**config.mk**
```make
export PLATFORM = sky130hd
export DESIGN_NAME = four_channel_bit_angle_pwm_flat
export DESIGN_NICKNAME = d
export VERILOG_FILES = /design/src/design/fcbapwm_pkg.sv /design/src/design/fcbapwm_if.sv /design/src/design/four_channel_bit_angle_pwm.sv /design/src/flat_wrapper.sv
export SDC_FILE = /design/constraint.sdc
export NUM_CORES = 1
export LEC_CHECK = 0
export BUFFER_PORTS_ARGS = -buffer_cell sky130_fd_sc_hd__buf_2
export CORE_MARGIN = 1.5
export CORE_UTILIZATION = 30
export CTS_CLUSTER_SIZE = 12
export DETAILED_ROUTE_END_ITERATION = 12
export PLACE_DENSITY = 0.53
export SLEW_MARGIN = 20
export SYNTH_ARGS = -nofsm -noshare
export SYNTH_HDL_FRONTEND = slang
export SYNTH_SLANG_ARGS = --single-unit
```
**constraint.sdc**
```tcl
create_clock -name clk -period 4.75 [get_ports clk]
set_clock_uncertainty 0.05 [all_clocks]
set_input_delay 0.95 -clock clk [delete_from_list [all_inputs] [get_ports clk]]
set_output_delay 0.95 -clock clk [all_outputs]
set_load 0.01 [all_outputs]
```
**src/design/fcbapwm_pkg.sv**
```systemverilog
// Shared types and constants for the four-channel bit-angle PWM.
package fcbapwm_pkg;

    localparam int LEVEL_W          = 12;
    localparam int NUM_CH           = 4;
    localparam int MAX_BITS_DEFAULT = 12;

    localparam int CFG_W      = 4;
    localparam int APB_ADDR_W = 3;
    localparam int APB_DATA_W = 32;

    localparam logic [APB_ADDR_W-1:0] ADDR_BITS_IN_USE  = 3'd0;
    localparam logic [CFG_W-1:0]      BITS_IN_USE_RESET = 4'd12;

    localparam logic OP_TICK = 1'b0;
    localparam logic OP_LOAD = 1'b1;

    localparam int CH_RED   = 0;
    localparam int CH_GREEN = 1;
    localparam int CH_BLUE  = 2;
    localparam int CH_WHITE = 3;

    typedef logic [LEVEL_W-1:0] level_t;
    typedef level_t [NUM_CH-1:0] level_set_t;

endpackage

```
**src/design/fcbapwm_if.sv**
```systemverilog
// Valid/ready channel interfaces for level items and pin results.
interface fcbapwm_in_if;
    logic                   valid;
    logic                   ready;
    logic                   opcode;
    fcbapwm_pkg::level_t    red_level;
    fcbapwm_pkg::level_t    green_level;
    fcbapwm_pkg::level_t    blue_level;
    fcbapwm_pkg::level_t    white_level;

    modport source (output valid, opcode, red_level, green_level, blue_level, white_level,
                    input ready);
    modport sink   (input valid, opcode, red_level, green_level, blue_level, white_level,
                    output ready);
endinterface

interface fcbapwm_out_if;
    logic valid;
    logic ready;
    logic red_pin;
    logic green_pin;
    logic blue_pin;
    logic white_pin;
    logic frame_start;

    modport source (output valid, red_pin, green_pin, blue_pin, white_pin, frame_start,
                    input ready);
    modport sink   (input valid, red_pin, green_pin, blue_pin, white_pin, frame_start,
                    output ready);
endinterface

```
**src/design/four_channel_bit_angle_pwm.sv**
```systemverilog
// Top level: four-channel bit-angle PWM with APB configuration register.
// An accepted item's result is registered in the output register in the next cycle.
// Throughput: one item per cycle; the single-entry result register refills in the
// cycle it is taken, so the block stalls only while a result waits unread.
// Bit k of each level is held for 2^k ticks; a frame lasts 2^N - 1 ticks, N being bits_in_use clamped to 1..MAX_BITS.
// Reset (rst_n, asynchronous, active low) clears levels, pending flag, bit position,
// tick count and the result valid flag, and sets bits_in_use to 12.
module four_channel_bit_angle_pwm #(
    parameter int MAX_BITS = fcbapwm_pkg::MAX_BITS_DEFAULT
) (
    input  logic                               clk,
    input  logic                               rst_n,
    fcbapwm_in_if.sink                         item,
    fcbapwm_out_if.source                      result,
    input  logic                               psel,
    input  logic                               penable,
    input  logic                               pwrite,
    input  logic [fcbapwm_pkg::APB_ADDR_W-1:0] paddr,
    input  logic [fcbapwm_pkg::APB_DATA_W-1:0] pwdata,
    output logic [fcbapwm_pkg::APB_DATA_W-1:0] prdata,
    output logic                               pready
);

    localparam int BPW = $clog2(MAX_BITS);
    localparam int TW  = MAX_BITS - 1;
    localparam int NW  = BPW + 1;
    localparam int CW  = (NW > fcbapwm_pkg::CFG_W) ? NW : fcbapwm_pkg::CFG_W;

    logic [fcbapwm_pkg::CFG_W-1:0] bits_in_use_reg;
    fcbapwm_pkg::level_set_t       active_reg, active_next;
    fcbapwm_pkg::level_set_t       pending_reg, pending_next;
    logic                          pending_valid_reg, pending_valid_next;
    logic [BPW-1:0]                bit_pos_reg, bit_pos_next;
    logic [TW-1:0]                 tick_reg, tick_next;

    logic                          out_valid_reg;
    logic [fcbapwm_pkg::NUM_CH-1:0] pins_reg, pins_next;
    logic                          frame_start_reg, frame_start_next;

    logic                          accept;
    logic [CW-1:0]                 cfg_ext;
    logic [CW-1:0]                 eff_bits;
    logic [CW-1:0]                 pos_inc;
    logic [MAX_BITS-1:0]           tick_inc;
    logic [MAX_BITS-1:0]           hold_len;
    logic                          hold_done;
    logic                          wrap;

    // APB register
    assign pready = 1'b1;

    always_comb
    begin
        prdata = '0;
        if (paddr == fcbapwm_pkg::ADDR_BITS_IN_USE)
        begin
            prdata[fcbapwm_pkg::CFG_W-1:0] = bits_in_use_reg;
        end
    end

    always_ff @(posedge clk or negedge rst_n)
    begin
        if (!rst_n)
        begin
            bits_in_use_reg <= fcbapwm_pkg::BITS_IN_USE_RESET;
        end
        else if (psel && penable && pwrite && pready &&
                 paddr == fcbapwm_pkg::ADDR_BITS_IN_USE)
        begin
            bits_in_use_reg <= pwdata[fcbapwm_pkg::CFG_W-1:0];
        end
    end

    // Handshake: take a new item whenever the result slot is free or being drained
    assign item.ready = !out_valid_reg || result.ready;
    assign accept     = item.valid && item.ready;

    // Clamp bits_in_use to 1..MAX_BITS
    assign cfg_ext = CW'(bits_in_use_reg);

    always_comb
    begin
        if (cfg_ext == '0)
        begin
            eff_bits = CW'(1);
        end
        else if (cfg_ext > CW'(MAX_BITS))
        begin
            eff_bits = CW'(MAX_BITS);
        end
        else
        begin
            eff_bits = cfg_ext;
        end
    end

    assign pos_inc   = CW'(bit_pos_reg) + CW'(1);
    assign tick_inc  = MAX_BITS'(tick_reg) + MAX_BITS'(1);
    assign hold_len  = MAX_BITS'(1) << bit_pos_reg;
    assign hold_done = tick_inc >= hold_len;
    assign wrap      = hold_done && (pos_inc >= eff_bits);

    // Pins show bit k of each active level; positions past the level width read 0
    always_comb
    begin
        fcbapwm_pkg::level_t shifted;
        for (int c = 0; c < fcbapwm_pkg::NUM_CH; c++)
        begin
            shifted      = active_reg[c] >> bit_pos_reg;
            pins_next[c] = shifted[0];
        end
    end

    always_comb
    begin
        active_next        = active_reg;
        pending_next       = pending_reg;
        pending_valid_next = pending_valid_reg;
        bit_pos_next       = bit_pos_reg;
        tick_next          = tick_reg;
        frame_start_next   = 1'b0;

        if (item.opcode == fcbapwm_pkg::OP_LOAD)
        begin
            pending_next[fcbapwm_pkg::CH_RED]   = item.red_level;
            pending_next[fcbapwm_pkg::CH_GREEN] = item.green_level;
            pending_next[fcbapwm_pkg::CH_BLUE]  = item.blue_level;
            pending_next[fcbapwm_pkg::CH_WHITE] = item.white_level;
            pending_valid_next                  = 1'b1;
        end
        else
        begin
            frame_start_next = (bit_pos_reg == '0) && (tick_reg == '0);
            if (!hold_done)
            begin
                tick_next = tick_inc[TW-1:0];
            end
            else
            begin
                tick_next = '0;
                if (wrap)
                begin
                    bit_pos_next = '0;
                    // Swap in the pending set only at the frame boundary
                    if (pending_valid_reg)
                    begin
                        active_next        = pending_reg;
                        pending_valid_next = 1'b0;
                    end
                end
                else
                begin
                    bit_pos_next = pos_inc[BPW-1:0];
                end
            end
        end
    end

    always_ff @(posedge clk or negedge rst_n)
    begin
        if (!rst_n)
        begin
            active_reg        <= '0;
            pending_reg       <= '0;
            pending_valid_reg <= 1'b0;
            bit_pos_reg       <= '0;
            tick_reg          <= '0;
            out_valid_reg     <= 1'b0;
        end
        else
        begin
            if (accept)
            begin
                active_reg        <= active_next;
                pending_reg       <= pending_next;
                pending_valid_reg <= pending_valid_next;
                bit_pos_reg       <= bit_pos_next;
                tick_reg          <= tick_next;
                out_valid_reg     <= 1'b1;
            end
            else if (result.ready)
            begin
                out_valid_reg <= 1'b0;
            end
        end
    end

    always_ff @(posedge clk)
    begin
        if (accept)
        begin
            pins_reg        <= pins_next;
            frame_start_reg <= frame_start_next;
        end
    end

    assign result.valid       = out_valid_reg;
    assign result.red_pin     = pins_reg[fcbapwm_pkg::CH_RED];
    assign result.green_pin   = pins_reg[fcbapwm_pkg::CH_GREEN];
    assign result.blue_pin    = pins_reg[fcbapwm_pkg::CH_BLUE];
    assign result.white_pin   = pins_reg[fcbapwm_pkg::CH_WHITE];
    assign result.frame_start = frame_start_reg;

    // Checks
    a_pos_in_range: assert property (@(posedge clk) disable iff (!rst_n)
        MAX_BITS'(bit_pos_reg) < MAX_BITS'(MAX_BITS))
        else $error("bit position beyond MAX_BITS");

    a_tick_below_hold: assert property (@(posedge clk) disable iff (!rst_n)
        MAX_BITS'(tick_reg) < hold_len)
        else $error("tick count beyond hold length of current bit");

    a_load_sets_pending: assert property (@(posedge clk) disable iff (!rst_n)
        (accept && item.opcode == fcbapwm_pkg::OP_LOAD) |=> pending_valid_reg)
        else $error("load transfer did not set pending flag");

    a_frame_start_result: assert property (@(posedge clk) disable iff (!rst_n)
        (accept && item.opcode == fcbapwm_pkg::OP_TICK && bit_pos_reg == '0 &&
         tick_reg == '0) |=> (result.valid && result.frame_start))
        else $error("first tick of frame not flagged");

    a_load_holds_timing: assert property (@(posedge clk) disable iff (!rst_n)
        (accept && item.opcode == fcbapwm_pkg::OP_LOAD) |=>
        ($stable(bit_pos_reg) && $stable(tick_reg) && !result.frame_start))
        else $error("load transfer moved the bit timing");

endmodule
```
**src/flat_wrapper.sv**
```systemverilog
// flat-port wrapper written by rule: the top's interface ports become plain ports
module four_channel_bit_angle_pwm_flat 
#(
    parameter int MAX_BITS = fcbapwm_pkg::MAX_BITS_DEFAULT
)
  (clk, rst_n, psel, penable, pwrite, paddr, pwdata, prdata, pready, item_valid, item_opcode, item_red_level, item_green_level, item_blue_level, item_white_level, item_ready, result_valid, result_red_pin, result_green_pin, result_blue_pin, result_white_pin, result_frame_start, result_ready);
  fcbapwm_in_if item_i ();
  fcbapwm_out_if result_i ();
  input  logic clk;
  input  logic rst_n;
  input  logic psel;
  input  logic penable;
  input  logic pwrite;
  input  logic [fcbapwm_pkg::APB_ADDR_W-1:0] paddr;
  input  logic [fcbapwm_pkg::APB_DATA_W-1:0] pwdata;
  output logic [fcbapwm_pkg::APB_DATA_W-1:0] prdata;
  output logic pready;
  input wire logic [$bits(item_i.valid)-1:0] item_valid;
  input wire logic [$bits(item_i.opcode)-1:0] item_opcode;
  input wire logic [$bits(item_i.red_level)-1:0] item_red_level;
  input wire logic [$bits(item_i.green_level)-1:0] item_green_level;
  input wire logic [$bits(item_i.blue_level)-1:0] item_blue_level;
  input wire logic [$bits(item_i.white_level)-1:0] item_white_level;
  output wire logic [$bits(item_i.ready)-1:0] item_ready;
  output wire logic [$bits(result_i.valid)-1:0] result_valid;
  output wire logic [$bits(result_i.red_pin)-1:0] result_red_pin;
  output wire logic [$bits(result_i.green_pin)-1:0] result_green_pin;
  output wire logic [$bits(result_i.blue_pin)-1:0] result_blue_pin;
  output wire logic [$bits(result_i.white_pin)-1:0] result_white_pin;
  output wire logic [$bits(result_i.frame_start)-1:0] result_frame_start;
  input wire logic [$bits(result_i.ready)-1:0] result_ready;
  assign item_i.valid = item_valid;
  assign item_i.opcode = item_opcode;
  assign item_i.red_level = item_red_level;
  assign item_i.green_level = item_green_level;
  assign item_i.blue_level = item_blue_level;
  assign item_i.white_level = item_white_level;
  assign item_ready = item_i.ready;
  assign result_valid = result_i.valid;
  assign result_red_pin = result_i.red_pin;
  assign result_green_pin = result_i.green_pin;
  assign result_blue_pin = result_i.blue_pin;
  assign result_white_pin = result_i.white_pin;
  assign result_frame_start = result_i.frame_start;
  assign result_i.ready = result_ready;
  four_channel_bit_angle_pwm #(.MAX_BITS(MAX_BITS)) u_core (.clk(clk), .rst_n(rst_n), .item(item_i), .result(result_i), .psel(psel), .penable(penable), .pwrite(pwrite), .paddr(paddr), .pwdata(pwdata), .prdata(prdata), .pready(pready));
endmodule
```
==> impl_metrics.py, run 1 <==
metrics = {
    "outcome": {
        "outcome": "complete, no violations",
    },
    "clock_tree": {
        "clock_path_buffers": 2,
        "clock_latency_ns": 0.41,
        "numCtsBuffers": 17,
        "numClockSinks": 122,
        "htree_levels": 4,
        "clkTransAtPathRegs_ns": 0.05,
        "tritoncts": "yes",
        "cts_resized": 0,
        "cts_hold_buf": 0,
        "cts-root-buf": "clkbuf_16",
        "cts_setup_buffers": 0,
    },
    "timing": {
        "relSlewSlack": 0.388,
        "finalSetupViolCount": 0,
        "fmax_mhz": 258,
        "hold_viol": 0,
        "finalCritPeriodShare": 0.816,
        "min_period_ns": 3.88,
        "setup-tns-final_ns": 0,
        "max_slew.worst_pin.slew_ns": 0.916,
        "rsz0062_at_grt": "no",
        "drv_slew": 0,
    },
    "grt": {
        "met1_usage": 0.151,
        "grt-ovfl-total": 0,
        "met3_usage": 0.0371,
        "grt_max_degree": 50,
        "busiest_layer": "met2",
        "track_usage": 0.123,
        "grt_pass1_vias": 3852,
        "antenna_found_initial": 0,
        "grt_pass1_wl_um": 19600,
        "grt_use_met2": 0.207,
    },
    "setup_path": {
        "critPathLaunchType": "flip-flop",
        "worst_ep_required_time_ns": 4.98,
        "cp_max_fo": 48,
        "crit_arrival_ns": 4.11,
        "crit_path_end_kind": "flip-flop",
        "worstSetupPathType": "reg2reg",
    },
    "power": {
        "p_sw_mw": 1.31,
        "pwr-share-comb": 0.303,
        "powerDensity_nw_per_um2": 579,
        "leakage_nw": 3.33,
        "clkPwrFrac": 0.315,
        "swShare": 0.316,
        "seq_power_share": 0.382,
        "peakVddDrop_uv": 256,
        "p_int_mw": 2.83,
    },
    "floorplan": {
        "die_h_um": 144,
        "start_util": 0.307,
        "dieArea_um2": 20800,
        "rows": 51,
        "coreArea_um2": 19500,
        "die_w_um": 144,
        "ioPinCount": 131,
    },
    "flow_run": {
        "max_cap_violations": 0,
    },
    "placed_design": {
        "hpwl_um": 8160,
        "io_buffers": 73,
        "place.gp.congestion": 0.752,
    },
    "detailed_routing": {
        "drcViolationCount": 0,
        "first_iter_violations": 112,
        "num_vias": 3676,
        "dr.pass1.iters": 4,
        "wl_um": 11700,
        "wl_per_cell_um": 14.3,
        "via_per_inst": 4.50,
        "drt.antenna.violating_nets": 0,
    },
    "finish": {
        "multi_input_area_um2": 2650,
        "layout-drive-gt1-share": 0.234,
        "nets": 653,
        "post-route-util": 0.366,
        "seq_area_um2": 3080,
        "layout_commonest_cell": "dfrtp_1",
        "area_growth_pct": 19.3,
        "diodes": 0,
        "fillers": 1944,
        "final_cell_mix": "115 x dfrtp_1, 100 x mux2_1, 72 x buf_2",
    },
    "synth": {
        "synth_edf_count": 5,
        "yosysTopAreaCell": "dfrtp_1",
        "yosysWarnings": 0,
        "synth_top_area_share": 0.480,
        "synth_cell_types": 48,
        "synth-seq-cells": 122,
        "syn_avg_cell_area_um2": 13.0,
        "synthArstFlopShare": 0.959,
        "syn-cell-area_um2": 5990,
        "seq_area_frac_synth": 0.514,
        "postSynth.topFlopCell": "dfrtp_1",
        "synth_cells": 460,
        "synth_area_leaders": "dfrtp_1 48%, mux2_1 19%, ha_1 5.0%",
    },
    "worst_hold_path": {
        "min_path_type": "in2async",
    },
}
==> power by group through the flow <==
| stage | sequential [mW] | clock (mW) | combinational (mW) |
|---|---|---|---|
| floorplan | 1.50 | 0 | 1.01 |
| global placement | 1.59 | 0 | 1.23 |
| detailed placement | 1.60 | 0 | 1.27 |
| CTS | 1.58 | 1.34 | 1.27 |
| global route | 1.63 | 1.39 | 1.40 |
| finish | 1.58 | 1.30 | 1.25 |
==> synthesized netlist by cell type, types with 2 or more instances <==
cell type  instances
buf_2              4
mux2i_1            5
and3_1             3
nand2_1           37
mux2_1           100
and4_1             2
a41o_1             4
or3_1              2
buf_6              3
dfstp_2            2
a21oi_1            4
xor2_1             5
o21ai_0            2
nor4_1             2
buf_1              5
conb_1             2
a31oi_1            3
inv_1             12
nand3_1            7
o22ai_1            3
buf_4             29
xnor2_1            5
clkbuf_1           7
o21ai_1           12
and2_0             2
edfxtp_1           5
and2_1             8
ha_1              24
mux4_2            12
dfrtp_1          115
nor3_1             3
nor2b_1            2
nand2b_1           6
nor2_1             9
==> cell type report <==
| class | instances | area share |
|---|---|---|
| clock buffer | 26 | 0.0741 |
| clock inverter | 6 | 0.0116 |
| inverter | 12 | 0.00631 |
| multi-input combinational | 305 | 0.372 |
| sequential | 122 | 0.431 |
| tap | 265 | 0.0464 |
| timing repair buffer | 80 | 0.0589 |
==> through the flow <==
step / cells / hold slack (ns) / worst slack [ns] / cell area, um2 / total power, mW
after floorplan: 487 / 0.402 / 1.35 / 6090 / 2.51
after detailed placement: 784 / 0.423 / 0.868 / 6530 / 2.87
after global placement: 784 / 0.411 / 0.927 / 6530 / 2.82
final: 816 / 0.421 / 0.875 / 7140 / 4.13
after global routing: 816 / 0.442 / 0.555 / 7140 / 4.42
after CTS: 816 / 0.417 / 0.832 / 7140 / 4.20
==> routing by layer <==
layer / routed length (um) / up-vias
li1: - / 1736
met1: 5300 / 1823
met2: 5630 / 105
met3: 585 / 12
met4: 191 / 0
met5: 0 / -
==> worst paths after layout <==
check | start | endpoint | slack, ns | cells past startpoint
setup / recovery | u_core.tick_reg[0]$_DFFE_PN0P_ | u_core.active_reg[23]$_DFFE_PN0P_ | 0.87 | 12
hold / removal | rst_n | u_core.pending_reg[29]$_DFFE_PN0P_ | 0.42 | 1
setup reg to reg | u_core.tick_reg[0]$_DFFE_PN0P_ | u_core.active_reg[23]$_DFFE_PN0P_ | 0.87 | 12
hold reg to reg | u_core.active_reg[28]$_DFFE_PN0P_ | u_core.active_reg[28]$_DFFE_PN0P_ | 0.43 | 1
max in group asynchronous | rst_n | u_core.active_reg[31]$_DFFE_PN0P_ | 3.26 | 2
min in group clk | u_core.active_reg[28]$_DFFE_PN0P_ | u_core.active_reg[28]$_DFFE_PN0P_ | 0.43 | 1
==> cell families after synthesis <==
group	after synthesis	synth area share
AO/OA/AOI/OAI	38	0.0455
multiplexers	117	0.241
buffers and inverters	60	0.0604
other	2	0.00125
flip-flops	122	0.514
adder cells (fa/ha/maj)	24	0.0501
XOR/XNOR	10	0.0146
AND/OR/NAND/NOR	87	0.0723
==> critical path, cell delays in order (launching register included) <==
cell and delay, ns:
dfrtp_1 0.45, ha_1 0.30, nand2_1 0.07, or2_1 0.28
nor2_1 0.15, xor2_1 0.25, ha_1 0.18, nand2_1 0.06
nor2_1 0.25, nand4_2 0.35, a2111oi_4 0.38, buf_4 0.57
mux2_1 0.39
No activity file was read; power rests on OpenSTA's default activity.
==> run 2: changes to the inputs <==
Settings changed: ABC_AREA set to 1, PLACE_DENSITY 0.53 to 0.55.
Clock period 4.75 ns to 3.4 ns, I/O delays scaled along.
==> impl_metrics.py, run 2 <==
metrics = {
    "synth": {
        "synth_xor_area_frac": 0.00833,
        "synth_edf_count": 5,
        "synth_fa_ha_area_frac": 0.0476,
        "synthArstFlopShare": 0.959,
        "yosys-top-cells-count": "184 x nand2_1, 115 x dfrtp_1, 56 x nand4_1",
        "synth_compound_area_frac": 0.0472,
        "synth_cell_types": 35,
        "synth_top_area_share": 0.456,
        "synth_top_family_by_area": "simple AND/OR/NAND/NOR gates",
        "synth_area_leaders": "dfrtp_1 46%, nand2_1 11%, mux2_2 7.0%",
        "yosys.area_share.simple": 0.227,
        "syn-cell-area_um2": 6310,
        "seq_area_frac_synth": 0.488,
        "synth_mux_area_frac": 0.0857,
        "synth-seq-cells": 122,
        "yosysTopAreaCell": "dfrtp_1",
        "synth_cells": 690,
        "yosysMostFrequentCell": "nand2_1",
        "syn_avg_cell_area_um2": 9.14,
        "yosysWarnings": 0,
        "postSynth.topFlopCell": "dfrtp_1",
    },
    "setup_path": {
        "worstSetupPathType": "reg2reg",
        "critPathLaunch": "u_core.bit_pos_reg[0]$_DFFE_PN0P_",
        "crit_path_end_kind": "flip-flop",
        "cp_max_fo": 48,
        "worst_ep_required_time_ns": 3.71,
        "r2r-start": "u_core.bit_pos_reg[0]$_DFFE_PN0P_",
        "critPathLaunchType": "flip-flop",
        "crit_top_cell": "nand2_1",
        "critPathTopFamily": "simple AND/OR/NAND/NOR gates",
        "crit_path_max_incr_delay_ns": 0.53,
        "cp_num_buf_inv": 2,
        "crit_chain": "clkinv_1 > ha_1 > nand2_1 > ha_1 > nand2_1 > nor2_1 > nand2_1 > nor2_1 > nor2_1 > nand2_4 > nand3_2 > buf_12 > nand2_1 > nand2_1",
        "crit_arrival_ns": 3.17,
        "cp_slowest_cell": "dfrtp_1",
    },
    "grt": {
        "met1_usage": 0.179,
        "met3_usage": 0.0278,
        "antenna_found_initial": 0,
        "grt_pass1_vias": 4726,
        "grt_max_degree": 58,
        "grt_use_met2": 0.236,
        "busiest_layer": "met2",
        "grt_pass1_wl_um": 24000,
        "grt-ovfl-total": 0,
        "track_usage": 0.140,
    },
    "clock_tree": {
        "cts-root-buf": "clkbuf_16",
        "clkTransAtPathRegs_ns": 0.06,
        "clock_path_buffers": 2,
        "cts_hold_buf": 0,
        "cts_resized": 0,
        "cts_setup_buffers": 0,
        "htree_levels": 4,
        "numCtsBuffers": 17,
        "tritoncts": "yes",
        "numClockSinks": 122,
        "clock_latency_ns": 0.42,
    },
    "timing": {
        "fmax_mhz": 349,
        "max_slew.worst_pin.slew_ns": 0.568,
        "relSlewSlack": 0.620,
        "finalCritPeriodShare": 0.843,
        "min_period_ns": 2.87,
        "drv_slew": 0,
        "rsz0062_at_grt": "no",
        "finalSetupViolCount": 0,
        "hold_viol": 0,
        "setup-tns-final_ns": 0,
    },
    "floorplan": {
        "dieArea_um2": 21900,
        "rows": 52,
        "die_w_um": 148,
        "coreArea_um2": 20400,
        "ioPinCount": 131,
        "die_h_um": 148,
        "start_util": 0.309,
    },
    "finish": {
        "layout-drive-gt1-share": 0.233,
        "area_growth_pct": 18.0,
        "fin_area_um2": 7450,
        "layout_commonest_cell": "nand2_1",
        "diodes": 0,
        "multi_input_area_um2": 2730,
        "fillers": 2115,
        "seq_area_um2": 3080,
        "nets": 878,
        "final_cell_mix": "183 x nand2_1, 115 x dfrtp_1, 72 x buf_2",
    },
    "flow_run": {
        "max_cap_violations": 0,
    },
    "power": {
        "peakVddDrop_uv": 501,
        "powerDensity_nw_per_um2": 942,
        "leakage_nw": 3.73,
    },
    "detailed_routing": {
        "dr.pass1.iters": 4,
        "drt.antenna.violating_nets": 0,
        "wl_um": 14400,
        "wl_per_cell_um": 13.8,
        "num_vias": 4798,
        "first_iter_violations": 257,
        "drcViolationCount": 0,
        "via_per_inst": 4.59,
    },
    "placed_design": {
        "place.gp.congestion": 0.821,
        "hpwl_um": 10000,
        "detailed_place.area_um2": 6900,
        "io_buffers": 73,
    },
    "worst_hold_path": {
        "min_path_type": "in2async",
    },
    "outcome": {
        "outcome": "complete, no violations",
    },
}
run 2: metrics by stage:
step                total power [mW]  utilization  std cells  hold slack [ns]  setup slack (ns)
floorplan                       4.49            -        717            0.334             0.803
global placement                5.31        0.338       1014            0.399             0.585
detailed placement              5.36        0.338       1014            0.404             0.530
CTS                             7.09        0.364       1046            0.176             0.522
global route                    7.57        0.364       1046            0.197             0.238
finish                          7.01        0.364       1046            0.160             0.533
run 2: cell type report:
type | count | area share
flip-flops and latches | 122 | 0.414
multi-input cells | 480 | 0.367
repair buffers | 91 | 0.0743
clock buffers | 18 | 0.0576
well taps | 270 | 0.0454
inverters | 51 | 0.0257
clock inverters | 14 | 0.0163
run 2: path summary, 6_finish.rpt:
kind	endpoint	slack (ns)	depth (start not counted)
setup / recovery	u_core.active_reg[12]$_DFFE_PN0P_	0.53	14
hold / removal	u_core.tick_reg[10]$_DFFE_PN0P_	0.16	1
setup reg to reg	u_core.active_reg[12]$_DFFE_PN0P_	0.53	14
hold reg to reg	u_core.active_reg[6]$_DFFE_PN0P_	0.42	2
max in group asynchronous	u_core.active_reg[42]$_DFFE_PN0P_	2.38	2
min in group clk	u_core.active_reg[6]$_DFFE_PN0P_	0.42	2
run 2: cell families (layout without fill, tap and decap cells):
| logic type | Yosys count | in the layout |
|---|---|---|
| simple gates | 319 | 319 |
| flops | 122 | 122 |
| buf+inv | 115 | 174 |
| compound gates | 54 | 54 |
| mux | 48 | 48 |
| fa+ha+maj | 24 | 24 |
| xor+xnor | 6 | 6 |
| other cells | 2 | 29 |
run 2: metal layers:
metal  part of all wire  routed length, um
met1               0.47               6720
met2               0.49               7050
met3              0.032                461
met4              0.011                163
met5                  0                  0
run 2: worst reg2reg max path, cell delays in order, from the launching register on:
cell      delay, ns
dfrtp_1        0.53
clkinv_1       0.35
ha_1           0.34
nand2_1        0.08
ha_1           0.22
nand2_1        0.08
nor2_1         0.06
nand2_1        0.10
nor2_1         0.05
nor2_1         0.22
nand2_4        0.20
nand3_2        0.13
buf_12         0.22
nand2_1        0.11
nand2_1        0.06
run 2: power by group:
part / internal [mW] / leakage (nW) / switching, mW / total, mW
logic: 1.04 / 1.95 / 1.97 / 3.01
clock network: 1.00 / 0.267 / 0.685 / 1.69
registers: 1.99 / 1.51 / 0.326 / 2.32
